`config.mk`:
```
export PLATFORM = sky130hd
export DESIGN_NAME = qpht_queue
export DESIGN_NICKNAME = d
export VERILOG_FILES = /design/src/rtl/qpht_pkg.sv /design/src/rtl/qpht_queue.sv
export SDC_FILE = /design/constraint.sdc
export NUM_CORES = 1
export LEC_CHECK = 0
export BUFFER_PORTS_ARGS = -buffer_cell sky130_fd_sc_hd__buf_2
export CORE_MARGIN = 8
export CORE_UTILIZATION = 41
export CTS_BUF_LIST = sky130_fd_sc_hd__clkbuf_8
export CTS_CLUSTER_DIAMETER = 200
export DETAILED_ROUTE_END_ITERATION = 8
export GPL_TIMING_DRIVEN = 1
export PLACE_DENSITY = 0.72
export SLEW_MARGIN = 20
export SYNTH_ARGS = -nofsm -noshare
export SYNTH_HDL_FRONTEND = slang
export SYNTH_SLANG_ARGS = --single-unit
```
`constraint.sdc`:
```
create_clock -name clk_i -period 14.5 [get_ports clk_i]
set_clock_uncertainty 0.2 [all_clocks]
set_input_delay 3.625 -clock clk_i [delete_from_list [all_inputs] [get_ports clk_i]]
set_output_delay 3.625 -clock clk_i [all_outputs]
set_load 0.01 [all_outputs]
```
`src/rtl/qpht_pkg.sv`:
```
// Shared types and constants for the quadratic probe hash table.
// Holds the request, result and queue entry structs and the status codes.
// Depends on nothing.
package qpht_pkg;

  localparam int unsigned KEY_W      = 64;
  localparam int unsigned KEY_LEN_W  = 5;
  localparam int unsigned PAYLOAD_W  = 64;
  localparam int unsigned SZ_W       = 11;
  localparam int unsigned SLOT_W     = 10;
  localparam int unsigned COLL_W     = 32;
  localparam int unsigned HASH_W     = 64;
  localparam int unsigned MOD_BITS   = 8;
  localparam int unsigned MOD_STEPS  = HASH_W / MOD_BITS;
  localparam int unsigned QUEUE_DEPTH = 2;

  localparam int unsigned DEF_TABLE_DEPTH   = 1024;
  localparam int unsigned DEF_MAX_KEY_CHARS = 16;
  localparam logic [SZ_W-1:0] TABLE_SIZE_RST = 11'd1024;

  localparam logic [HASH_W-1:0] HASH_MULT    = 64'd31;
  localparam logic [HASH_W-1:0] HASH_MULT_SQ = 64'd961;

  typedef enum logic [1:0] {
    ST_INSERTED  = 2'd0,
    ST_FOUND     = 2'd1,
    ST_NOT_FOUND = 2'd2,
    ST_FULL      = 2'd3
  } status_e;

  typedef enum logic {
    REQ_INSERT = 1'b0,
    REQ_SEARCH = 1'b1
  } req_type_e;

  typedef struct packed {
    logic                 req_type;
    logic [KEY_W-1:0]     key_hi;
    logic [KEY_W-1:0]     key_lo;
    logic [KEY_LEN_W-1:0] key_len;
    logic [PAYLOAD_W-1:0] payload;
  } req_t;

  typedef struct packed {
    status_e              status;
    logic [SLOT_W-1:0]    slot;
    logic [PAYLOAD_W-1:0] payload_out;
    logic [COLL_W-1:0]    collision_count;
  } rsp_t;

  typedef struct packed {
    logic                 req_type;
    logic [KEY_W-1:0]     key_hi;
    logic [KEY_W-1:0]     key_lo;
    logic [KEY_LEN_W-1:0] key_len;
    logic [PAYLOAD_W-1:0] payload;
    logic [SZ_W-1:0]      home;
  } entry_t;

endpackage

```
`src/rtl/qpht_queue.sv`:
```
// Short register queue that decouples the hashing front end from the probe engine.
// Depends on qpht_pkg.
module qpht_queue (
  input  logic               clk_i,
  input  logic               rst_ni,
  input  logic               push_i,
  input  qpht_pkg::entry_t   entry_i,
  output logic               full_o,
  input  logic               pop_i,
  output logic               valid_o,
  output qpht_pkg::entry_t   entry_o
);
  import qpht_pkg::*;

  localparam int unsigned PTR_W = $clog2(QUEUE_DEPTH);
  localparam int unsigned CNT_W = $clog2(QUEUE_DEPTH + 1);

  entry_t            buf_q [QUEUE_DEPTH];
  logic [PTR_W-1:0]  wr_q, rd_q;
  logic [CNT_W-1:0]  cnt_q;

  assign full_o  = (cnt_q == CNT_W'(QUEUE_DEPTH));
  assign valid_o = (cnt_q != '0);
  assign entry_o = buf_q[rd_q];

  always_ff @(posedge clk_i or negedge rst_ni) begin
    if (!rst_ni) begin
      wr_q  <= '0;
      rd_q  <= '0;
      cnt_q <= '0;
    end else begin
      if (push_i) begin
        wr_q <= (wr_q == PTR_W'(QUEUE_DEPTH - 1)) ? '0 : wr_q + PTR_W'(1);
      end
      if (pop_i) begin
        rd_q <= (rd_q == PTR_W'(QUEUE_DEPTH - 1)) ? '0 : rd_q + PTR_W'(1);
      end
      if (push_i && !pop_i) begin
        cnt_q <= cnt_q + CNT_W'(1);
      end else if (pop_i && !push_i) begin
        cnt_q <= cnt_q - CNT_W'(1);
      end
    end
  end

  always_ff @(posedge clk_i) begin
    if (push_i) begin
      buf_q[wr_q] <= entry_i;
    end
  end

endmodule

```
==> results.cfg <==
[detailed_routing]
drt-total-wl_um = 34400
first_pass_iters = 6
routed-via-count = 7948
route.detailed.drc = 0
drtAntennaViolNets = 0
drt-initial-drc-count = 367
via_per_inst = 4.76
routedWlPerCell_um = 20.6

[yosys]
synth_top_flop_cell = edfxtp_1
ys_types = 13
syn_inst = 666
ys_seq_area_share_pct = 82.4
synth.area.top_cells = edfxtp_1 (82%), mux2_2 (15%), buf_6 (1.6%), dfrtp_1 (0.65%), xor2_1 (0.23%)
yosysWarnings = 0
synth.avg_cell_area_sq_um = 23.0
synth_top_area_cell = edfxtp_1
synth_top_area_share_pct = 81.8
yosysMostFrequentCell = edfxtp_1
ys_seq_elements = 422
synth_edf_count = 418
synth_area_sq_um = 15300
async_flop_share_pct = 0.948
mappedNetlistNets = 880
synthTopCellsByCount = edfxtp_1 (418), mux2_2 (209), buf_6 (22)

[critical_path]
r2r_setup_slack_ns = 11.74
end_kind = output pin
crit_fanout = 76
reg2reg_depth = 3
endpoint = entry_o[147]
max_stage_delay_ns = 1.03
cp.required_ns = 10.68
arrival_ns = 3.29
critPathKind = flop to output pin
crit_path_start_kind = flop
r2r_start = wr_q
path_cells = buf_4 > mux2_2 > buf_2
r2r-end = buf_q[1][193]
cpMaxStageDelayCell = dfrtp_4
startpoint = rd_q

[timing]
hold_slack_ns = 0.291
setup_ws_ns = 7.39
slew_headroom_pct = 26.3
worst_pin_slew_ns = 1.11
clock.fmax_mhz = 141
slew_viol_final = 0
setup_violations = 0
final_hold_viol_count = 0
fin_crit_sh_pct = 49.1
tns_ns = 0
rsz0062_at_grt = false
min_period_ns = 7.11

[outcome]
status = finished clean

[global_routing]
grt_pass1_vias = 8784
grt_overflow = 0
antenna_found_initial = 9
track_usage_pct = 14.9
grt_first_pass_wirelength_um = 50000
grt_max_degree = 83

[placed_design]
hpwl_um = 23200
place_area_sq_um = 17900
place_inst = 1548
gp_congestion = 0.753
io_buffers = 423
dpl_worst_slack_ns = 7.99

[die]
design.portCount = 424
die_area_sq_um = 43900
initial_utilization_pct = 41.2
die_w_um = 209
core_sq_um = 37200
die_height_um = 209
rows = 71

[cells_and_area]
multi_input_area_sq_um = 2450
final_area_sq_um = 19100
stdcell_count = 1671
seq_area_sq_um = 12700
layout.nets = 1359
syn_to_final_growth_pct = 24.5
postLayoutCoreUtil_pct = 51.3
drive_above_1_share_pct = 60.6
num-fill-cells = 3028

[pwr]
leakagePower_nw = 7.23
report.power.total_mw = 3.64
pwr_density_cell_nw_per_um2 = 190
ir_drop_mv = 0.0983

[clock_tree]
clk_latency_ns = 0.58
cts_max_path_buffers = 3
ctsHoldBuffers = 0
cts_buffers = 69
cts_tree = built
htree_num_levels = 3
post_cts_buffers = 0
clk_pin_slew_ns = 0.06
cts_resized = 0
clkSinkCount = 422
clockRootBuffer = clkbuf_8

[hold_path]
min_path_type = flop to flop

[flow_run]
cap_violations = 0
[worst max-delay path, delay by kind of cell (launching register included)]
kind	cells	cell delay [ns]
flip-flops	1	1.03
multiplexers	1	0.46
buffers and inverters	2	1.02
[placed cells by master (no fill, tap or decap)]
cell type	n
dfrtp_4	1
inv_1	25
diode_2	8
nor2b_1	1
buf_6	1
inv_6	1
clkinvlp_4	4
clkinv_2	1
dfrtp_1	3
buf_2	423
buf_4	6
mux2_2	209
edfxtp_1	418
buf_16	1
clkinv_1	14
xnor2_1	1
and2_4	1
xor2_1	4
clkbuf_8	70
bufinv_16	1
ha_1	1
nor2_1	1
nor2b_4	1
or2_2	1
[kinds of logic (layout without fill, tap and decap cells)]
logic type | after synthesis | after routing | synth area share [%]
mux | 209 | 209 | 15.3
flops | 422 | 422 | 82.4
fa+ha+maj | 1 | 1 | 0.0815
other cells | 0 | 8 | 0
simple gates | 5 | 5 | 0.188
buf+inv | 24 | 547 | 1.67
xor+xnor | 5 | 5 | 0.285
[sequential cells by signal (all words and copies together), names as in the netlist]
signal,cells
buf_q,418
cnt_q,2
rd_q,1
wr_q,1
[worst min path at each step]
stage,startpoint,to,slack (ns),depth (start not counted)
2_1_floorplan,cnt_q[1],cnt_q[1],0.25,1
3_3_place_gp,cnt_q[1],cnt_q[1],0.27,1
3_5_place_dp,cnt_q[1],cnt_q[1],0.29,1
4_1_cts,cnt_q[1],cnt_q[1],0.30,1
5_1_grt,cnt_q[1],cnt_q[1],0.32,1
6_report,cnt_q[1],cnt_q[1],0.29,1
[power breakdown]
part | switching [mW] | internal (mW)
Clock | 0.435 | 0.463
Combinational | 0.566 | 0.467
Sequential | 0.0854 | 1.62
[area by class of cell]
cell class | count | area share (%)
Clock inverter | 45 | 1.13
Tap cell | 474 | 3.10
Multi-Input combinational cell | 220 | 12.8
Sequential cell | 422 | 66.3
Timing Repair Buffer | 431 | 11.5
Antenna cell | 8 | 0.105
Inverter | 1 | 0.0197
Clock buffer | 70 | 5.04
[per-layer routing]
| metal | routed length (um) | vias to the layer above | GRT usage (%) |
|---|---|---|---|
| li1 | - | 3638 | - |
| met1 | 12600 | 3939 | 15.8 |
| met4 | 699 | 4 | 5.61 |
| met2 | 17900 | 313 | 26.0 |
| met3 | 3190 | 54 | 6.53 |
| met5 | 25 | - | 0 |
Power figures use the tool's default switching activity.
