**config.mk**
```make
export PLATFORM = sky130hd
export DESIGN_NAME = qpht_front
export DESIGN_NICKNAME = d
export VERILOG_FILES = /design/src/rtl/qpht_pkg.sv /design/src/rtl/qpht_front.sv
export SDC_FILE = /design/constraint.sdc
export NUM_CORES = 2
export LEC_CHECK = 0
export BUFFER_PORTS_ARGS = -buffer_cell sky130_fd_sc_hd__buf_2
export CAP_MARGIN = 20
export CORE_ASPECT_RATIO = 0.7
export CORE_MARGIN = 8
export CORE_UTILIZATION = 55
export CTS_BUF_LIST = sky130_fd_sc_hd__clkbuf_4 sky130_fd_sc_hd__clkbuf_8
export CTS_CLUSTER_DIAMETER = 30
export DETAILED_ROUTE_END_ITERATION = 12
export PLACE_DENSITY = 0.82
export SKIP_LAST_GASP = 1
export SYNTH_ARGS = -nofsm -noshare
export SYNTH_HDL_FRONTEND = slang
export SYNTH_SLANG_ARGS = --single-unit
```
**constraint.sdc**
```tcl
create_clock -name clk_i -period 53.9 [get_ports clk_i]
set_clock_uncertainty 0.15 [all_clocks]
set_input_delay 10.78 -clock clk_i [delete_from_list [all_inputs] [get_ports clk_i]]
set_output_delay 10.78 -clock clk_i [all_outputs]
set_load 0.005 [all_outputs]
```
**src/rtl/qpht_pkg.sv**
```systemverilog
// Shared types and constants for the quadratic probe hash table.
// Holds the request, result and queue entry structs and the status codes.
// Depends on nothing.
package qpht_pkg;

  localparam int unsigned KEY_W      = 64;
  localparam int unsigned KEY_LEN_W  = 5;
  localparam int unsigned PAYLOAD_W  = 64;
  localparam int unsigned SZ_W       = 11;
  localparam int unsigned SLOT_W     = 10;
  localparam int unsigned COLL_W     = 32;
  localparam int unsigned HASH_W     = 64;
  localparam int unsigned MOD_BITS   = 8;
  localparam int unsigned MOD_STEPS  = HASH_W / MOD_BITS;
  localparam int unsigned QUEUE_DEPTH = 2;

  localparam int unsigned DEF_TABLE_DEPTH   = 1024;
  localparam int unsigned DEF_MAX_KEY_CHARS = 16;
  localparam logic [SZ_W-1:0] TABLE_SIZE_RST = 11'd1024;

  localparam logic [HASH_W-1:0] HASH_MULT    = 64'd31;
  localparam logic [HASH_W-1:0] HASH_MULT_SQ = 64'd961;

  typedef enum logic [1:0] {
    ST_INSERTED  = 2'd0,
    ST_FOUND     = 2'd1,
    ST_NOT_FOUND = 2'd2,
    ST_FULL      = 2'd3
  } status_e;

  typedef enum logic {
    REQ_INSERT = 1'b0,
    REQ_SEARCH = 1'b1
  } req_type_e;

  typedef struct packed {
    logic                 req_type;
    logic [KEY_W-1:0]     key_hi;
    logic [KEY_W-1:0]     key_lo;
    logic [KEY_LEN_W-1:0] key_len;
    logic [PAYLOAD_W-1:0] payload;
  } req_t;

  typedef struct packed {
    status_e              status;
    logic [SLOT_W-1:0]    slot;
    logic [PAYLOAD_W-1:0] payload_out;
    logic [COLL_W-1:0]    collision_count;
  } rsp_t;

  typedef struct packed {
    logic                 req_type;
    logic [KEY_W-1:0]     key_hi;
    logic [KEY_W-1:0]     key_lo;
    logic [KEY_LEN_W-1:0] key_len;
    logic [PAYLOAD_W-1:0] payload;
    logic [SZ_W-1:0]      home;
  } entry_t;

endpackage

```
**src/rtl/qpht_front.sv**
```systemverilog
// Front end: accepts requests, trims the key, hashes it and reduces it to a home slot.
// Depends on qpht_pkg.
module qpht_front #(
  parameter int unsigned MAX_KEY_CHARS = qpht_pkg::DEF_MAX_KEY_CHARS
) (
  input  logic                          clk_i,
  input  logic                          rst_ni,
  input  logic [qpht_pkg::SZ_W-1:0]     size_i,
  input  logic                          block_i,
  input  logic                          in_valid_i,
  output logic                          in_stall_o,
  input  qpht_pkg::req_t                in_req_i,
  output logic                          q_push_o,
  input  logic                          q_full_i,
  output qpht_pkg::entry_t              q_entry_o
);
  import qpht_pkg::*;

  typedef enum logic [3:0] {
    F_IDLE = 4'b0001,
    F_HASH = 4'b0010,
    F_MOD  = 4'b0100,
    F_PUSH = 4'b1000
  } fstate_e;

  localparam int unsigned CNT_W = $clog2(MOD_STEPS);

  fstate_e               state_q, state_d;
  entry_t                ent_q, ent_d;
  logic [2*KEY_W-1:0]    sh_q, sh_d;
  logic [KEY_LEN_W-1:0]  rem_q, rem_d;
  logic [HASH_W-1:0]     h_q, h_d;
  logic [SZ_W-1:0]       r_q, r_d;
  logic [CNT_W-1:0]      cnt_q, cnt_d;

  logic [KEY_LEN_W-1:0]  len_c;
  logic [2*KEY_W-1:0]    key_c;
  logic [7:0]            c0, c1;
  logic [SZ_W:0]         r_t;

  assign in_stall_o = (state_q != F_IDLE) || block_i;
  assign q_push_o   = (state_q == F_PUSH) && !q_full_i;
  assign q_entry_o  = ent_q;
  assign c0 = sh_q[2*KEY_W-1 -: 8];
  assign c1 = sh_q[2*KEY_W-9 -: 8];

  always_comb begin
    len_c = (in_req_i.key_len > KEY_LEN_W'(MAX_KEY_CHARS)) ?
            KEY_LEN_W'(MAX_KEY_CHARS) : in_req_i.key_len;
    key_c = {in_req_i.key_hi, in_req_i.key_lo};
    for (int k = 0; k < 16; k++) begin
      if (k >= int'(len_c)) begin
        key_c[2*KEY_W-1-8*k -: 8] = 8'd0;
      end
    end
  end

  always_comb begin
    state_d = state_q;
    ent_d   = ent_q;
    sh_d    = sh_q;
    rem_d   = rem_q;
    h_d     = h_q;
    r_d     = r_q;
    cnt_d   = cnt_q;
    r_t     = '0;
    case (state_q)
      F_IDLE: begin
        if (in_valid_i && !in_stall_o) begin
          ent_d.req_type = in_req_i.req_type;
          ent_d.key_hi   = key_c[2*KEY_W-1:KEY_W];
          ent_d.key_lo   = key_c[KEY_W-1:0];
          ent_d.key_len  = len_c;
          ent_d.payload  = in_req_i.payload;
          ent_d.home     = '0;
          sh_d    = key_c;
          rem_d   = len_c;
          h_d     = '0;
          state_d = F_HASH;
        end
      end
      F_HASH: begin
        if (rem_q == '0) begin
          r_d     = '0;
          cnt_d   = '0;
          state_d = F_MOD;
        end else if (rem_q >= KEY_LEN_W'(2)) begin
          h_d   = h_q * HASH_MULT_SQ + HASH_W'(c0) * HASH_MULT + HASH_W'(c1);
          rem_d = rem_q - KEY_LEN_W'(2);
          sh_d  = {sh_q[2*KEY_W-17:0], 16'd0};
        end else begin
          h_d   = h_q * HASH_MULT + HASH_W'(c0);
          rem_d = '0;
        end
      end
      F_MOD: begin
        r_t = {1'b0, r_q};
        for (int b = 0; b < int'(MOD_BITS); b++) begin
          r_t = {r_t[SZ_W-1:0], h_q[HASH_W-1-b]};
          if (r_t >= {1'b0, size_i}) begin
            r_t = r_t - {1'b0, size_i};
          end
        end
        r_d   = r_t[SZ_W-1:0];
        h_d   = {h_q[HASH_W-MOD_BITS-1:0], MOD_BITS'(0)};
        cnt_d = cnt_q + CNT_W'(1);
        if (cnt_q == CNT_W'(MOD_STEPS - 1)) begin
          ent_d.home = r_t[SZ_W-1:0];
          state_d    = F_PUSH;
        end
      end
      F_PUSH: begin
        if (!q_full_i) begin
          state_d = F_IDLE;
        end
      end
      default: state_d = F_IDLE;
    endcase
  end

  always_ff @(posedge clk_i or negedge rst_ni) begin
    if (!rst_ni) begin
      state_q <= F_IDLE;
    end else begin
      state_q <= state_d;
    end
  end

  always_ff @(posedge clk_i) begin
    ent_q <= ent_d;
    sh_q  <= sh_d;
    rem_q <= rem_d;
    h_q   <= h_d;
    r_q   <= r_d;
    cnt_q <= cnt_d;
  end

endmodule

```
==> impl_results.md <==
- CTS tree: done
- RD Place Congestion: approximately 0.95
- Most used cell, CP: a21oi_1
- Avg WL per Cell: ~23 um
- Post_cts resized: 0
- H-tree depth: 3
- Pre-antenna DRT Iters: 6
- R2R Path Start: h_q[63]
- Largest net degree at the start of global routing: between 150 and 200
- Clock slew at reported path FFs: about 70 ps
- Initial DRC count: between 3k and 4k
- EDFF count, synth: 420
- Core ar.: ~0.073 mm^2
- Synth area leader: edfxtp_1
- Initial cell density of the core: 55.3%
- Clk_lat worst skew: 690 ps
- Area Growth Syn to Fin: 12.2%
- Mapped Avg Cell Area: between 10 and 15 um^2
- Die area: around 0.08 mm^2
- Ports: approximately 430
- CP bufs+invs: 3
- Initial antenna violation count: 10
- Post-synth top cells: ha_1 (515), edfxtp_1 (420), inv_1 (397), fa_1 (341), a21oi_1 (197)
- CP Data Arrival Time: between 30000 and 40000 ps
- Most common cell in the netlist: ha_1
- Fill cell count: ~5.7k
- Status: finished, final reports clean
- Fin crit share: between 60% and 70%
- Cts hold-fix bufs: 0
- Relative slew slack: about a quarter
- Max Cap Viol: 0
- DIE HEIGHT: 242 um
- Top FF cell, synth: edfxtp_1
- Global-route wire length before repair: about 180 mm
- Die Span X: around 340 um
- Minimum clock period: between 30000 and 40000 ps
- CP top delay family: compound AO/OA/AOI/OAI gates
- Post-DP HPWL: 95.9 mm
- DRC Markers: 0
- Fin. max-slew vios: 0
- Final Hold Viols: 0
- Crit start category: input port
- Vias in the first global route: around 30k
- Vias post-DR: around 31k
- Hold Path Class: flip-flop to flip-flop
- Crit-path max FO: 26
- Top post-synthesis cells by area: edfxtp_1 (31%), fa_1 (17%), ha_1 (16%)
- Setup tns final: 0 ps
- Grt ovf: 0
- Final setup fails: 0
- Row cnt: just over 80
- Post-route ant nets: 0
- TritonCTS buffer count: 85
- Post-synthesis sequential area ratio: between 30% and 40%
- Detailed Route WL: 120 mm
- Syn Inst Count: around 3.6k
- Layout net count: between 5k and 6k
- Via/cell ratio: slightly above 6
- Hold Path End: sh_q[90]
- Fmax: about 31 MHz
- Slowest CP cell: nor2_1
- Reg2reg end: q_entry_o[1]
- Clock sink count: about 420
- Start point of the critical path: size_i[5]
- Syn_nets: 4709
- Port buffer count: between 400 and 500
- Top-area cell type share of the netlist area: a little under a third
- Cells on worst reg2reg path: 80
- Crit path kind: input port to flip-flop
- Cell variety after synth: between 90 and 100
- Synth Warn #: 0
- Worst setup EP type: flip-flop
- Post-CTS setup buffers: 0
- GRT Util Overall: around 28%
- Worst Min Path Start: sh_q[74]
- CP peak stage delay: 840 ps
- Worst-margin pin slew: roughly 1100 ps
- Max clock buf depth: 3
- Unrepaired setup endpoints after global routing: false
- Worst hold stages: 1
- Req. time, crit path: approximately 54000 ps
- Layout cells sized above 1: between 10% and 20%
- Clk root buf: clkbuf_8
- Synth Register Bits: between 400 and 500
- Reg2Reg Setup Slack: 31480 ps
- Post-synth ARST share: 0.943%
- Mapped cell area: roughly 0.040 mm^2
-- cell usage in the layout (no fill, tap or decap), drive strengths merged, types with 10 or more instances in the layout --
master,instances
nand4,51
a211o,12
nand3b,11
inv,407
clkbuf,109
a211oi,35
nand3,42
nor2b,94
a311oi,10
a22oi,21
nand2,153
o211ai,11
and2,98
ha,515
a31oi,20
mux2i,35
a21oi,197
a21o,116
nor4,11
o31ai,18
edfxtp,420
nand2b,27
nor2,150
o21ai,168
a21boi,14
xnor2,112
fa,341
and3,18
clkinv,33
nor3,31
o21a,28
o21bai,29
xor2,56
or3,13
mux2,138
o22ai,26
buf,444
-- layout make-up --
type / count / area [um^2] / area share (%)
Antenna cell: 4 / 10.0 / 0.0221
Clock buffer: 109 / 1360 / 3.00
Clock inverter: 50 / 395 / 0.874
Inverter: 398 / 1500 / 3.32
Multi-Input combinational cell: 2713 / 25700 / 56.8
Sequential cell: 424 / 12700 / 28.1
Tap cell: 977 / 1220 / 2.70
Timing Repair Buffer: 445 / 2320 / 5.12
-- per-stage QoR --
step | utilization [%] | hold WS (ps) | instances | instance area (um^2) | worst slack, ps
after floorplan | - | 375 | 3639 | 40300 | 24150
after global placement | 59.5 | 377 | 4953 | 43400 | 21160
after detailed placement | 59.6 | 382 | 4955 | 43400 | 21260
after CTS | 62.0 | 399 | 5114 | 45200 | 21920
after global routing | 62.0 | 405 | 5120 | 45200 | 20080
final | 62.0 | 396 | 5120 | 45200 | 21550
-- how the worst max path moves through the flow --
stage | slack [ps] | depth (start not counted) | end
after global placement | 21160 | 79 | q_entry_o[1]
final | 21550 | 81 | q_entry_o[1]
after global routing | 20080 | 80 | q_entry_o[1]
after detailed placement | 21260 | 80 | q_entry_o[1]
after floorplan | 24150 | 84 | q_entry_o[1]
after CTS | 21920 | 80 | q_entry_o[1]
-- cell families after synthesis --
group	after synthesis	share of synthesized area, %
xor gates and xnor gates	168	3.65
muxes	173	4.73
AOI/OAI and AO/OA	790	13.0
DFF	424	31.5
buffers and inverters	502	4.76
adders and majority gates	856	32.9
and+or+nand+nor	726	9.41
-- worst register-to-register path: cells and delay by family, from the launching register on --
family | cells | cell delay (ps)
compound gates | 51 | 12890
fa+ha+maj | 9 | 3860
simple gates | 12 | 2900
mux | 5 | 1530
buf+inv | 3 | 440
flops | 1 | 410
-- flip-flops by register name, indices dropped and copies added (netlist names) --
signal / count
sh_q: 128
r_q: 11
state_q: 4
h_q: 64
q_entry_o: 209
rem_q: 5
cnt_q: 3
-- layer usage --
metal / GRT usage, % / vias to the layer above / part of all wire, %
li1: - / 13900 / -
met4: 6.44 / 2 / 2.0
met2: 41.1 / 1545 / 43
met3: 7.46 / 201 / 11
met5: 0 / - / 0.011
met1: 42.5 / 15300 / 44
Power is not shown: default switching activity piles up to over one toggle a cycle in this logic, so the estimate is an artifact.
